`src/rtl/core/hrt_ram.sv`:
```
module hrt_ram #(
  parameter int WIDTH = 8,
  parameter int DEPTH = 64
) (
  input  logic                     clk,
  input  logic                     we,
  input  logic [$clog2(DEPTH)-1:0] waddr,
  input  logic [WIDTH-1:0]         wdata,
  input  logic [$clog2(DEPTH)-1:0] raddr,
  output logic [WIDTH-1:0]         rdata
);

  logic [WIDTH-1:0] mem [DEPTH];

  // One write port, one registered read port.
  always_ff @(posedge clk) begin
    if (we) begin
      mem[waddr] <= wdata;
    end
    rdata <= mem[raddr];
  end

endmodule

```
`config.mk`:
```
export PLATFORM = sky130hd
export DESIGN_NAME = hrt_ram
export DESIGN_NICKNAME = d
export VERILOG_FILES = /design/src/rtl/core/hrt_ram.sv
export SDC_FILE = /design/constraint.sdc
export NUM_CORES = 1
export LEC_CHECK = 0
export ABC_AREA = 1
export BUFFER_PORTS_ARGS = -buffer_cell sky130_fd_sc_hd__buf_2
export CAP_MARGIN = 20
export CELL_PAD_IN_SITES_DETAIL_PLACEMENT = 1
export CELL_PAD_IN_SITES_GLOBAL_PLACEMENT = 2
export CORE_AREA = 4 4 226 228
export DETAILED_ROUTE_END_ITERATION = 10
export DIE_AREA = 0 0 230 232
export GPL_TIMING_DRIVEN = 0
export PLACE_DENSITY_LB_ADDON = 0.1
export SETUP_SLACK_MARGIN = 0.15
export SLEW_MARGIN = 30
export SYNTH_ARGS = -nofsm -noshare
export SYNTH_HDL_FRONTEND = slang
export SYNTH_SLANG_ARGS = --single-unit
```
`constraint.sdc`:
```
create_clock -name clk -period 2.9 [get_ports clk]
set_clock_uncertainty 0.1 [all_clocks]
set_input_delay 0.435 -clock clk [delete_from_list [all_inputs] [get_ports clk]]
set_output_delay 0.435 -clock clk [all_outputs]
set_load 0.05 [all_outputs]
```
==> results.md <==
* Status: completed
* Vias in the first global route at 14800
* Drt pass-1 iters at 6
* Worst path cell trace: clkbuf_1 > inv_1 > nand4_1 > nor2_1
* Syn_area_per_cell at 11.8 um2
* R2r worst-path depth at 8
* Internal reg-to-reg setup slack at 1270 ps
* Starting Density at between 40% and 50%
* Die Area at 53400 um2
* Worst Hold Class: primary input to flop
* Hold Crit Start: wdata[0]
* Critical path type: primary input to flop
* CP max stage delay at 1040 ps
* Hold buffer count at CTS at 0
* Setup crit start: waddr[1]
* Fin crit share at about nine tenths
* Area Growth Syn to Fin at 14.2%
* GRT overflow at 0
* Worst slew pin tran at 979 ps
* Iter 0 DRT Violations at 1455
* Switching part of the total at between 20 and 25%
* Reg power frac at 50.3%
* CP Max Fanout at 9
* # DRC at 0
* Initial antenna violation count at 0
* Combinational share of power at 7.5%
* Htree depth at 2
* # IOs at 30
* Layout cell share with drive strength beyond 1 at between 10% and 20%
* Worst setup EP type: flop
* Skew-Pair Late Insertion Delay at 610 ps
* Fillers at 5076
* Wire per inst at 27.0 um
* Minimum clock period at 2650 ps
* Fmax achieved at 377 MHz
* Pleak at 8.81 nW
* RSZ-0062 raised after global routing: no
* Routed Antenna Nets at 0
* Vias per cell at 5.60
* Input/output buffers at 21
* Sw power at 0.00385 W
* GPL Wtd Cong at between 0.9 and 1
* Via total after detailed routing at approximately 15000
* Hold Path End: mem[10][0]
* N_diodes at 0
* Post-CTS resize count at 0
* First-pass GRT wire length at 101000 um
* Root Buffer: clkbuf_16
* Hold Violations, Final at 0
* Worst hold stages at 1
* Max-cap violations at 0
* Reg clk slew, reported paths at 60 ps
* Synth area leaders: edfxtp_1, nand2_1, nand3_1, buf_6, nor2_1
* Post-detail-place hpwl at approximately 49000 um
* Routed WL at between 70000 and 80000 um
* Die X at 230 um
* Post-Syn Nets at roughly 1800
* Mapped cell area at 21300 um2
* Ys Warns at 0
* Nets@finish at between 1500 and 2000
* Buf/Inv on CP at 2
* Int Power at about 0.013 W
* PwrDens at 679 nW/um2
* Slowest stage cell, crit path: nor2_1
* Total track usage at 26.3%
* Arr. time, crit path at 2760 ps
* Critical path launch point type: primary input
* Die span in y at ~230 um
* Sequential share of the synthesized area at 72.8%
* Clock power frac at 42.2%
* RR Endpoint: rdata[3]
* Top cell type's share of synthesized area at 72.0%
* Placed instance area at 22600 um2
* Area leader, netlist: edfxtp_1
* Dpl ws at -291 ps
* Slew margin rel. at 34.5%
* Delay-heaviest family, CP: simple AND/OR/NAND/NOR gates
* Setup WS post-layout at 249 ps
* CTS tree: built
* Max Slew Vio Count at 0
* Design area at 24400 um2
* Number of CTS-inserted buffers at 56
* Clock Path Buffers at 3
* Largest net degree at the start of global routing at 65
* CP required at 3010 ps
* FF-to-FF Start: mem[51][3]
* Clk sinks at 520
* Synth cell types at 16
* Flip-flop and latch count after synthesis at between 500 and 600
* Final setup vio count at 0
* Syn Inst Count at 1805
* Core area at 48800 um2
* Row cnt at 81
* VDD IR-drop max at 0.000530 V
* Setup bufs post-CTS at 0
* Tot Pwr at ~0.017 W
-- flip-flops by register name, summed over array words and instances, names as in the netlist --
signal	count
rdata	8
mem	512
-- routing by layer --
layer / routed length [um] / vias to the layer above / GRT usage (%)
li1: - / 6544 / -
met1: 30700 / 7424 / 36.9
met2: 32400 / 510 / 42.1
met3: 5000 / 119 / 4.61
met4: 2260 / 0 / 8.66
met5: 0 / - / 0
-- area by class of cell --
cell class / count / area (um2) / share of cell area (%)
repair buffers: 38 / 350 / 1.44
multi-input cells: 1160 / 5040 / 20.7
clock inverters: 28 / 250 / 1.03
clock buffers: 71 / 1510 / 6.19
flip-flops and latches: 520 / 15500 / 63.7
inverters: 12 / 50.0 / 0.205
plain buffers: 113 / 808 / 3.32
well taps: 664 / 831 / 3.41
-- layout by cell type, fill, tap and decap left out, types with 4 or more instances in the layout --
| cell type | netlist | final |
|---|---|---|
| buf_16 | 0 | 4 |
| clkinv_2 | 0 | 11 |
| buf_6 | 35 | 35 |
| buf_1 | 10 | 10 |
| clkbuf_1 | 15 | 26 |
| clkbuf_16 | 0 | 57 |
| nor4_2 | 0 | 8 |
| nor2_1 | 56 | 40 |
| dfxtp_1 | 8 | 8 |
| buf_2 | 37 | 58 |
| inv_1 | 10 | 10 |
| clkinv_1 | 0 | 12 |
| edfxtp_1 | 512 | 512 |
| buf_4 | 14 | 24 |
| bufinv_16 | 0 | 5 |
| nand2_1 | 648 | 648 |
| nand4_1 | 9 | 9 |
| nor2_2 | 0 | 16 |
| nand3_1 | 439 | 439 |
-- synth_stat cells, drive strengths merged --
library cell	n
nand2	648
dfxtp	8
nand4	9
nand3	439
nor2	56
inv	12
buf	98
clkbuf	15
edfxtp	512
nor4	8
-- worst max-delay path by stage --
stage | end | cells after the start
finish | mem[16][0] | 4
global route | mem[16][3] | 4
CTS | mem[8][3] | 4
detailed placement | mem[8][3] | 4
global placement | mem[55][1] | 4
floorplan | mem[48][0] | 3
-- per-stage QoR --
step / util [%] / setup TNS, ps / hold WS, ps / cells
floorplan: - / 0 / 434 / 1805
global placement: 45.6 / -35580 / 807 / 2490
detailed placement: 46.2 / -23630 / 754 / 2507
CTS: 49.8 / 0 / 116 / 2606
global route: 49.9 / 0 / 132 / 2606
finish: 49.9 / 0 / 146 / 2606
-- worst register-to-register path, stage by stage (launching register included) --
cell	delay, ps
edfxtp_1	360
nand2_1	70
nand3_1	90
nand3_1	190
nand2_1	120
nand2_1	80
nand3_1	180
nand3_1	180
nand2_1	130
-- kinds of logic after synthesis --
| family | Yosys count | synth area share, % |
|---|---|---|
| buf+inv | 125 | 4.02 |
| flops | 520 | 72.8 |
| simple gates | 1160 | 23.2 |
-- power groups by stage --
stage | registers, W | clock network, W | logic [W]
6_report | 0.00833 | 0.00699 | 0.00124
5_1_grt | 0.00833 | 0.00742 | 0.00133
4_1_cts | 0.00833 | 0.00705 | 0.00124
3_5_place_dp | 0.00849 | 0 | 0.00123
3_3_place_gp | 0.00850 | 0 | 0.00117
2_1_floorplan | 0.00854 | 0 | 0.000585
Power figures use the tool's default switching activity.
