File: src/rtl/core/hrt_pkg.sv
package hrt_pkg;

  // Table geometry.
  localparam int TABLE_ENTRIES = 64;
  localparam int PROCESSES     = 8;
  localparam int CODEWORDS     = 2;
  localparam int ENT_W         = $clog2(TABLE_ENTRIES);
  localparam int PID_W         = $clog2(PROCESSES);
  localparam int CW_W          = $clog2(CODEWORDS);
  localparam int REC_IDX_W     = ENT_W + PID_W + CW_W;
  localparam int REC_COUNT     = TABLE_ENTRIES * PROCESSES * CODEWORDS;
  localparam int RECS_PER_ENT  = PROCESSES * CODEWORDS;
  localparam int K_W           = PID_W + CW_W;

  // Field widths.
  localparam int RNTI_W  = 16;
  localparam int STAMP_W = 32;
  localparam int TBS_W   = 17;
  localparam int FRAME_W = 10;
  localparam int SUB_W   = 4;
  localparam int TTI_W   = 14;
  localparam int FREE_W  = 7;
  localparam int IDLE_W  = 16;

  // Entry word: user in the low bits, stamp above.
  localparam int ENT_BITS = RNTI_W + STAMP_W;

  // Record word: tbs, frame, subframe, ndi, first, decoded, busy.
  localparam int REC_BITS  = 35;
  localparam int BIT_NDI   = 31;
  localparam int BIT_FIRST = 32;
  localparam int BIT_DEC   = 33;
  localparam int BIT_BUSY  = 34;
  localparam logic [REC_BITS-1:0] REC_RESET = 35'h1_0000_0000;

  // Timing constants.
  localparam logic [TTI_W:0] RETX_GAP      = 15'd8;
  localparam logic [TTI_W:0] RETX_GAP_WRAP = 15'd10232;

  // Default register values.
  localparam logic [IDLE_W-1:0] IDLE_RESET   = 16'd1000;
  localparam logic [FREE_W-1:0] THR_RESET    = 7'd10;
  localparam logic [FREE_W-1:0] FREE_FULL    = 7'd64;

  typedef enum logic [1:0] {
    OP_CLASSIFY = 2'd0,
    OP_COMMIT   = 2'd1,
    OP_TICK     = 2'd2,
    OP_SWEEP    = 2'd3
  } op_t;

  typedef enum logic [2:0] {
    V_NEW     = 3'd0,
    V_RETX    = 3'd1,
    V_DECODED = 3'd2,
    V_BUSY    = 3'd3,
    V_FULL    = 3'd4,
    V_DONE    = 3'd5
  } verdict_t;

  localparam logic CFG_IDLE_LIMIT = 1'b0;
  localparam logic CFG_SWEEP_THR  = 1'b1;

  // Outcome of judging one stored record against a classify request.
  typedef struct packed {
    verdict_t verdict;
    logic     set_busy;
  } judge_t;

endpackage

File: src/rtl/core/hrt_judge.sv
module hrt_judge (
  input  logic [hrt_pkg::REC_BITS-1:0] rec,
  input  logic [hrt_pkg::TTI_W-1:0]    cur_tti,
  input  logic                         ndi_valid,
  input  logic                         ndi,
  input  logic [hrt_pkg::TBS_W-1:0]    tbs,
  output hrt_pkg::judge_t              jd
);

  logic [hrt_pkg::TBS_W-1:0]   l_tbs;
  logic [hrt_pkg::FRAME_W-1:0] l_frame;
  logic [hrt_pkg::SUB_W-1:0]   l_sub;
  logic [hrt_pkg::TTI_W-1:0]   prev_tti;
  logic                        gap_hit;
  logic                        want_new;

  assign l_tbs   = rec[16:0];
  assign l_frame = rec[26:17];
  assign l_sub   = rec[30:27];

  // TTI of the stored grant: frame times ten plus subframe.
  assign prev_tti = {1'b0, l_frame, 3'b000} + {3'b000, l_frame, 1'b0}
                  + {{(hrt_pkg::TTI_W-hrt_pkg::SUB_W){1'b0}}, l_sub};

  // The gap modulo 10240 is eight exactly when the signed difference is 8 or 8-10240.
  assign gap_hit = ({1'b0, cur_tti} == ({1'b0, prev_tti} + hrt_pkg::RETX_GAP)) ||
                   ({1'b0, prev_tti} == ({1'b0, cur_tti} + hrt_pkg::RETX_GAP_WRAP));

  assign want_new = !gap_hit || (ndi_valid && (ndi != rec[hrt_pkg::BIT_NDI])) ||
                    rec[hrt_pkg::BIT_FIRST] || (l_tbs != tbs);

  // New and retransmission claim the record; a busy record answers busy.
  always_comb begin
    jd.set_busy = 1'b0;
    if (!want_new && rec[hrt_pkg::BIT_DEC]) begin
      jd.verdict = hrt_pkg::V_DECODED;
    end else if (rec[hrt_pkg::BIT_BUSY]) begin
      jd.verdict = hrt_pkg::V_BUSY;
    end else begin
      jd.set_busy = 1'b1;
      jd.verdict  = want_new ? hrt_pkg::V_NEW : hrt_pkg::V_RETX;
    end
  end

endmodule

File: config.mk
export PLATFORM = sky130hd
export DESIGN_NAME = hrt_judge
export DESIGN_NICKNAME = d
export VERILOG_FILES = /design/src/rtl/core/hrt_pkg.sv /design/src/rtl/core/hrt_judge.sv
export SDC_FILE = /design/constraint.sdc
export NUM_CORES = 1
export LEC_CHECK = 0
export ABC_AREA = 0
export BUFFER_PORTS_ARGS = -buffer_cell sky130_fd_sc_hd__buf_4
export CORE_AREA = 2 2 64 72
export DETAILED_ROUTE_END_ITERATION = 12
export DIE_AREA = 0 0 66 74
export GPL_TIMING_DRIVEN = 0
export MAX_ROUTING_LAYER = met4
export PLACE_DENSITY = 0.81
export SYNTH_ARGS = -nofsm -noshare
export SYNTH_HDL_FRONTEND = slang
export SYNTH_SLANG_ARGS = --single-unit
export TNS_END_PERCENT = 20
File: constraint.sdc
create_clock -name vclk -period 3.9
set_input_delay 0.195 -clock vclk [all_inputs]
set_output_delay 0.195 -clock vclk [all_outputs]
set_load 0.02 [all_outputs]
==> results.txt <==
Status - finished clean
Crit. Startpoint - rec[17]
Critical Path End Type - primary output
Hold-fix buffers, CTS - 0
Die W - 66 µm
Fin. Hold Viols - 0
DR pass1 iterations - 4
DRT Wirelength - 4422 µm
Slowest stage delay, CP - 0.53 ns
Sequential fraction of the synthesis area - 0%
Largest net degree at the start of global routing - 10
Vias in the first global route - 1885
Worst setup SP type - input port
Leading area contributor after synthesis - ha_1
Final setup margin - 0.1602 ns
DR vias/cell - 5.640
Synth warn - 0
Fin crit share - 95.89%
Top-area cell type share of the netlist area - 14.62%
Finish-stage setup viols - 0
Worst-Margin Slew - 0.5129 ns
Final GP Congestion - 0.8622
# rows - 25
Peak Freq - 0.2674 GHz
Count leader, synth - xor2_1
Mapped Area - 1797 µm²
Relative slew slack - 65.49%
Crit path kind - input port to primary output
Hold_sp - rec[34]
Chip height - 74 µm
Core area - 4192 µm²
Iter 0 DRT Violations - 64
Area grow syn2layout - 37.95%
Port bufs - 69
CP Cell Sequence - buf_4 > fa_1 > fa_2 > a211oi_4 > nor2_2 > o311a_4 > xnor2_2 > buf_4 > xor2_1 > o31ai_1 > nand4_1 > o32ai_2 > mux2i_1 > buf_4
Critical Path Fanout Max - 4
Antenna Cells - 0
Arr. time, crit path - 3.54 ns
Synth area leaders - ha_1 (15%), xor2_1 (11%), xnor2_1 (9.7%)
Clk_buf instances - 0
Nets - 386
Initial antenna violation count - 0
HPWL Detailed - 3934 µm
Worst slack, placed - -0.05051 ns
Routed vias - 1957
Global-route wire length before repair - 7521 µm
Post-Synthesis Cells - 223
CP most frequent cell - buf_4
Wire per inst - 12.74 µm
Worst path top cell family by delay - compound AO/OA/AOI/OAI gates
Critical path buffers and inverters - 3
Critical path's slowest cell - fa_1
Gr ovfl total - 0
Initial Util - 42.87%
Global Route Usage Sum - 18.91%
Routed Antenna Nets - 0
Die area - 4884 µm²
Residual DRC count - 0
Minimum clock period - 3.740 ns
I/O pin total - 72
Yosys cell types - 62
Storage element area - 0 µm²
Worst VDD drop - 0.00009804 V
Power Density - 203.3 nW/µm²
Required @ worst endpoint - 3.70 ns
Max_cap viols - 0
Leakage - 1.137 nW
Post-Syn Nets - 314
Final sequential cell count - 0
TNS Setup - 0 ns
HP Class - input port to primary output
Avg Cell Area, Syn - 8.057 µm²
Share of cells above drive strength 1 - 34.13%
Most frequent cells after synthesis - xor2_1 (22), ha_1 (21), xnor2_1 (20)
Max Slew Vio Count - 0
metrics by stage:
stage / std cells / cell area [µm²] / util, % / hold WS, ns / total power [mW]
2_1_floorplan: 223 / 1797 / - / 0.4669 / 0.3435
3_3_place_gp: 346 / 2382 / 56.84 / 0.6565 / 0.4521
3_5_place_dp: 346 / 2382 / 56.84 / 0.6591 / 0.4646
4_1_cts: 346 / 2397 / 57.19 / 0.6589 / 0.4719
5_1_grt: 347 / 2479 / 59.13 / 0.6739 / 0.5545
6_report: 347 / 2479 / 59.13 / 0.6596 / 0.5040
cell usage in the layout, fill, tap and decap left out, drive strengths merged, types with 3 or more instances in the layout:
cell,instances
and4,3
o21a,3
a211oi,6
xnor2,22
mux2i,3
a21o,5
clkbuf,6
xnor3,4
xor2,22
and3,3
nand3,5
nand2,13
and2,4
nor4,10
a211o,3
o21ai,8
a21oi,10
nor3,11
inv,10
nor2,6
buf,73
ha,21
nand4,6
tightest hold or removal path, cell delays in order:
cell and delay, ns:
buf_4 0.09, a21oi_1 0.03, buf_4 0.15
power by group:
part           internal (mW)  leakage (nW)  switching, mW  total, mW
Combinational          0.253          1.14          0.250      0.504
Sequential                 0             0              0          0
Clock                      0             0              0          0
Total                  0.253          1.14          0.250      0.504
path summary, 6_finish.rpt:
check,endpoint,depth (start not counted)
worst max-delay path,jd[1],14
worst min-delay path,jd[0],3
area by class of cell:
type / count / area (µm²)
multi-input cells: 204 / 1800
fillers: 405 / 1713
well taps: 54 / 67.56
plain buffers: 8 / 40.04
repair buffers: 71 / 533.0
inverters: 10 / 37.54
kinds of logic (layout without fill, tap and decap cells):
group,count (synthesis),count (layout),synth area share [%]
buf+inv,19,89,4.387
fa+ha+maj,23,23,16.85
xor+xnor,48,48,27.30
compound gates,52,52,24.10
simple gates,76,76,24.86
mux,4,4,2.298
other cells,1,1,0.2087
routing by layer:
metal  share of wire (%)  vias to the layer above  GRT usage [%]  routed length, µm
met5                   0                        -              -                  0
met4                0.38                        0         0.4535                 17
met3                 5.5                        2          1.059                244
met2                  54                       67          39.39               2407
met1                  40                      899          20.48               1753
li1                    -                      989              -                  -
repair_timing:
item                                    CTS  global route
resized for setup                         2            12
buffers inserted                          0             2
endpoints found under the setup margin    3             3
pin swaps                                 0             6
No activity file was read; power rests on OpenSTA's default activity.
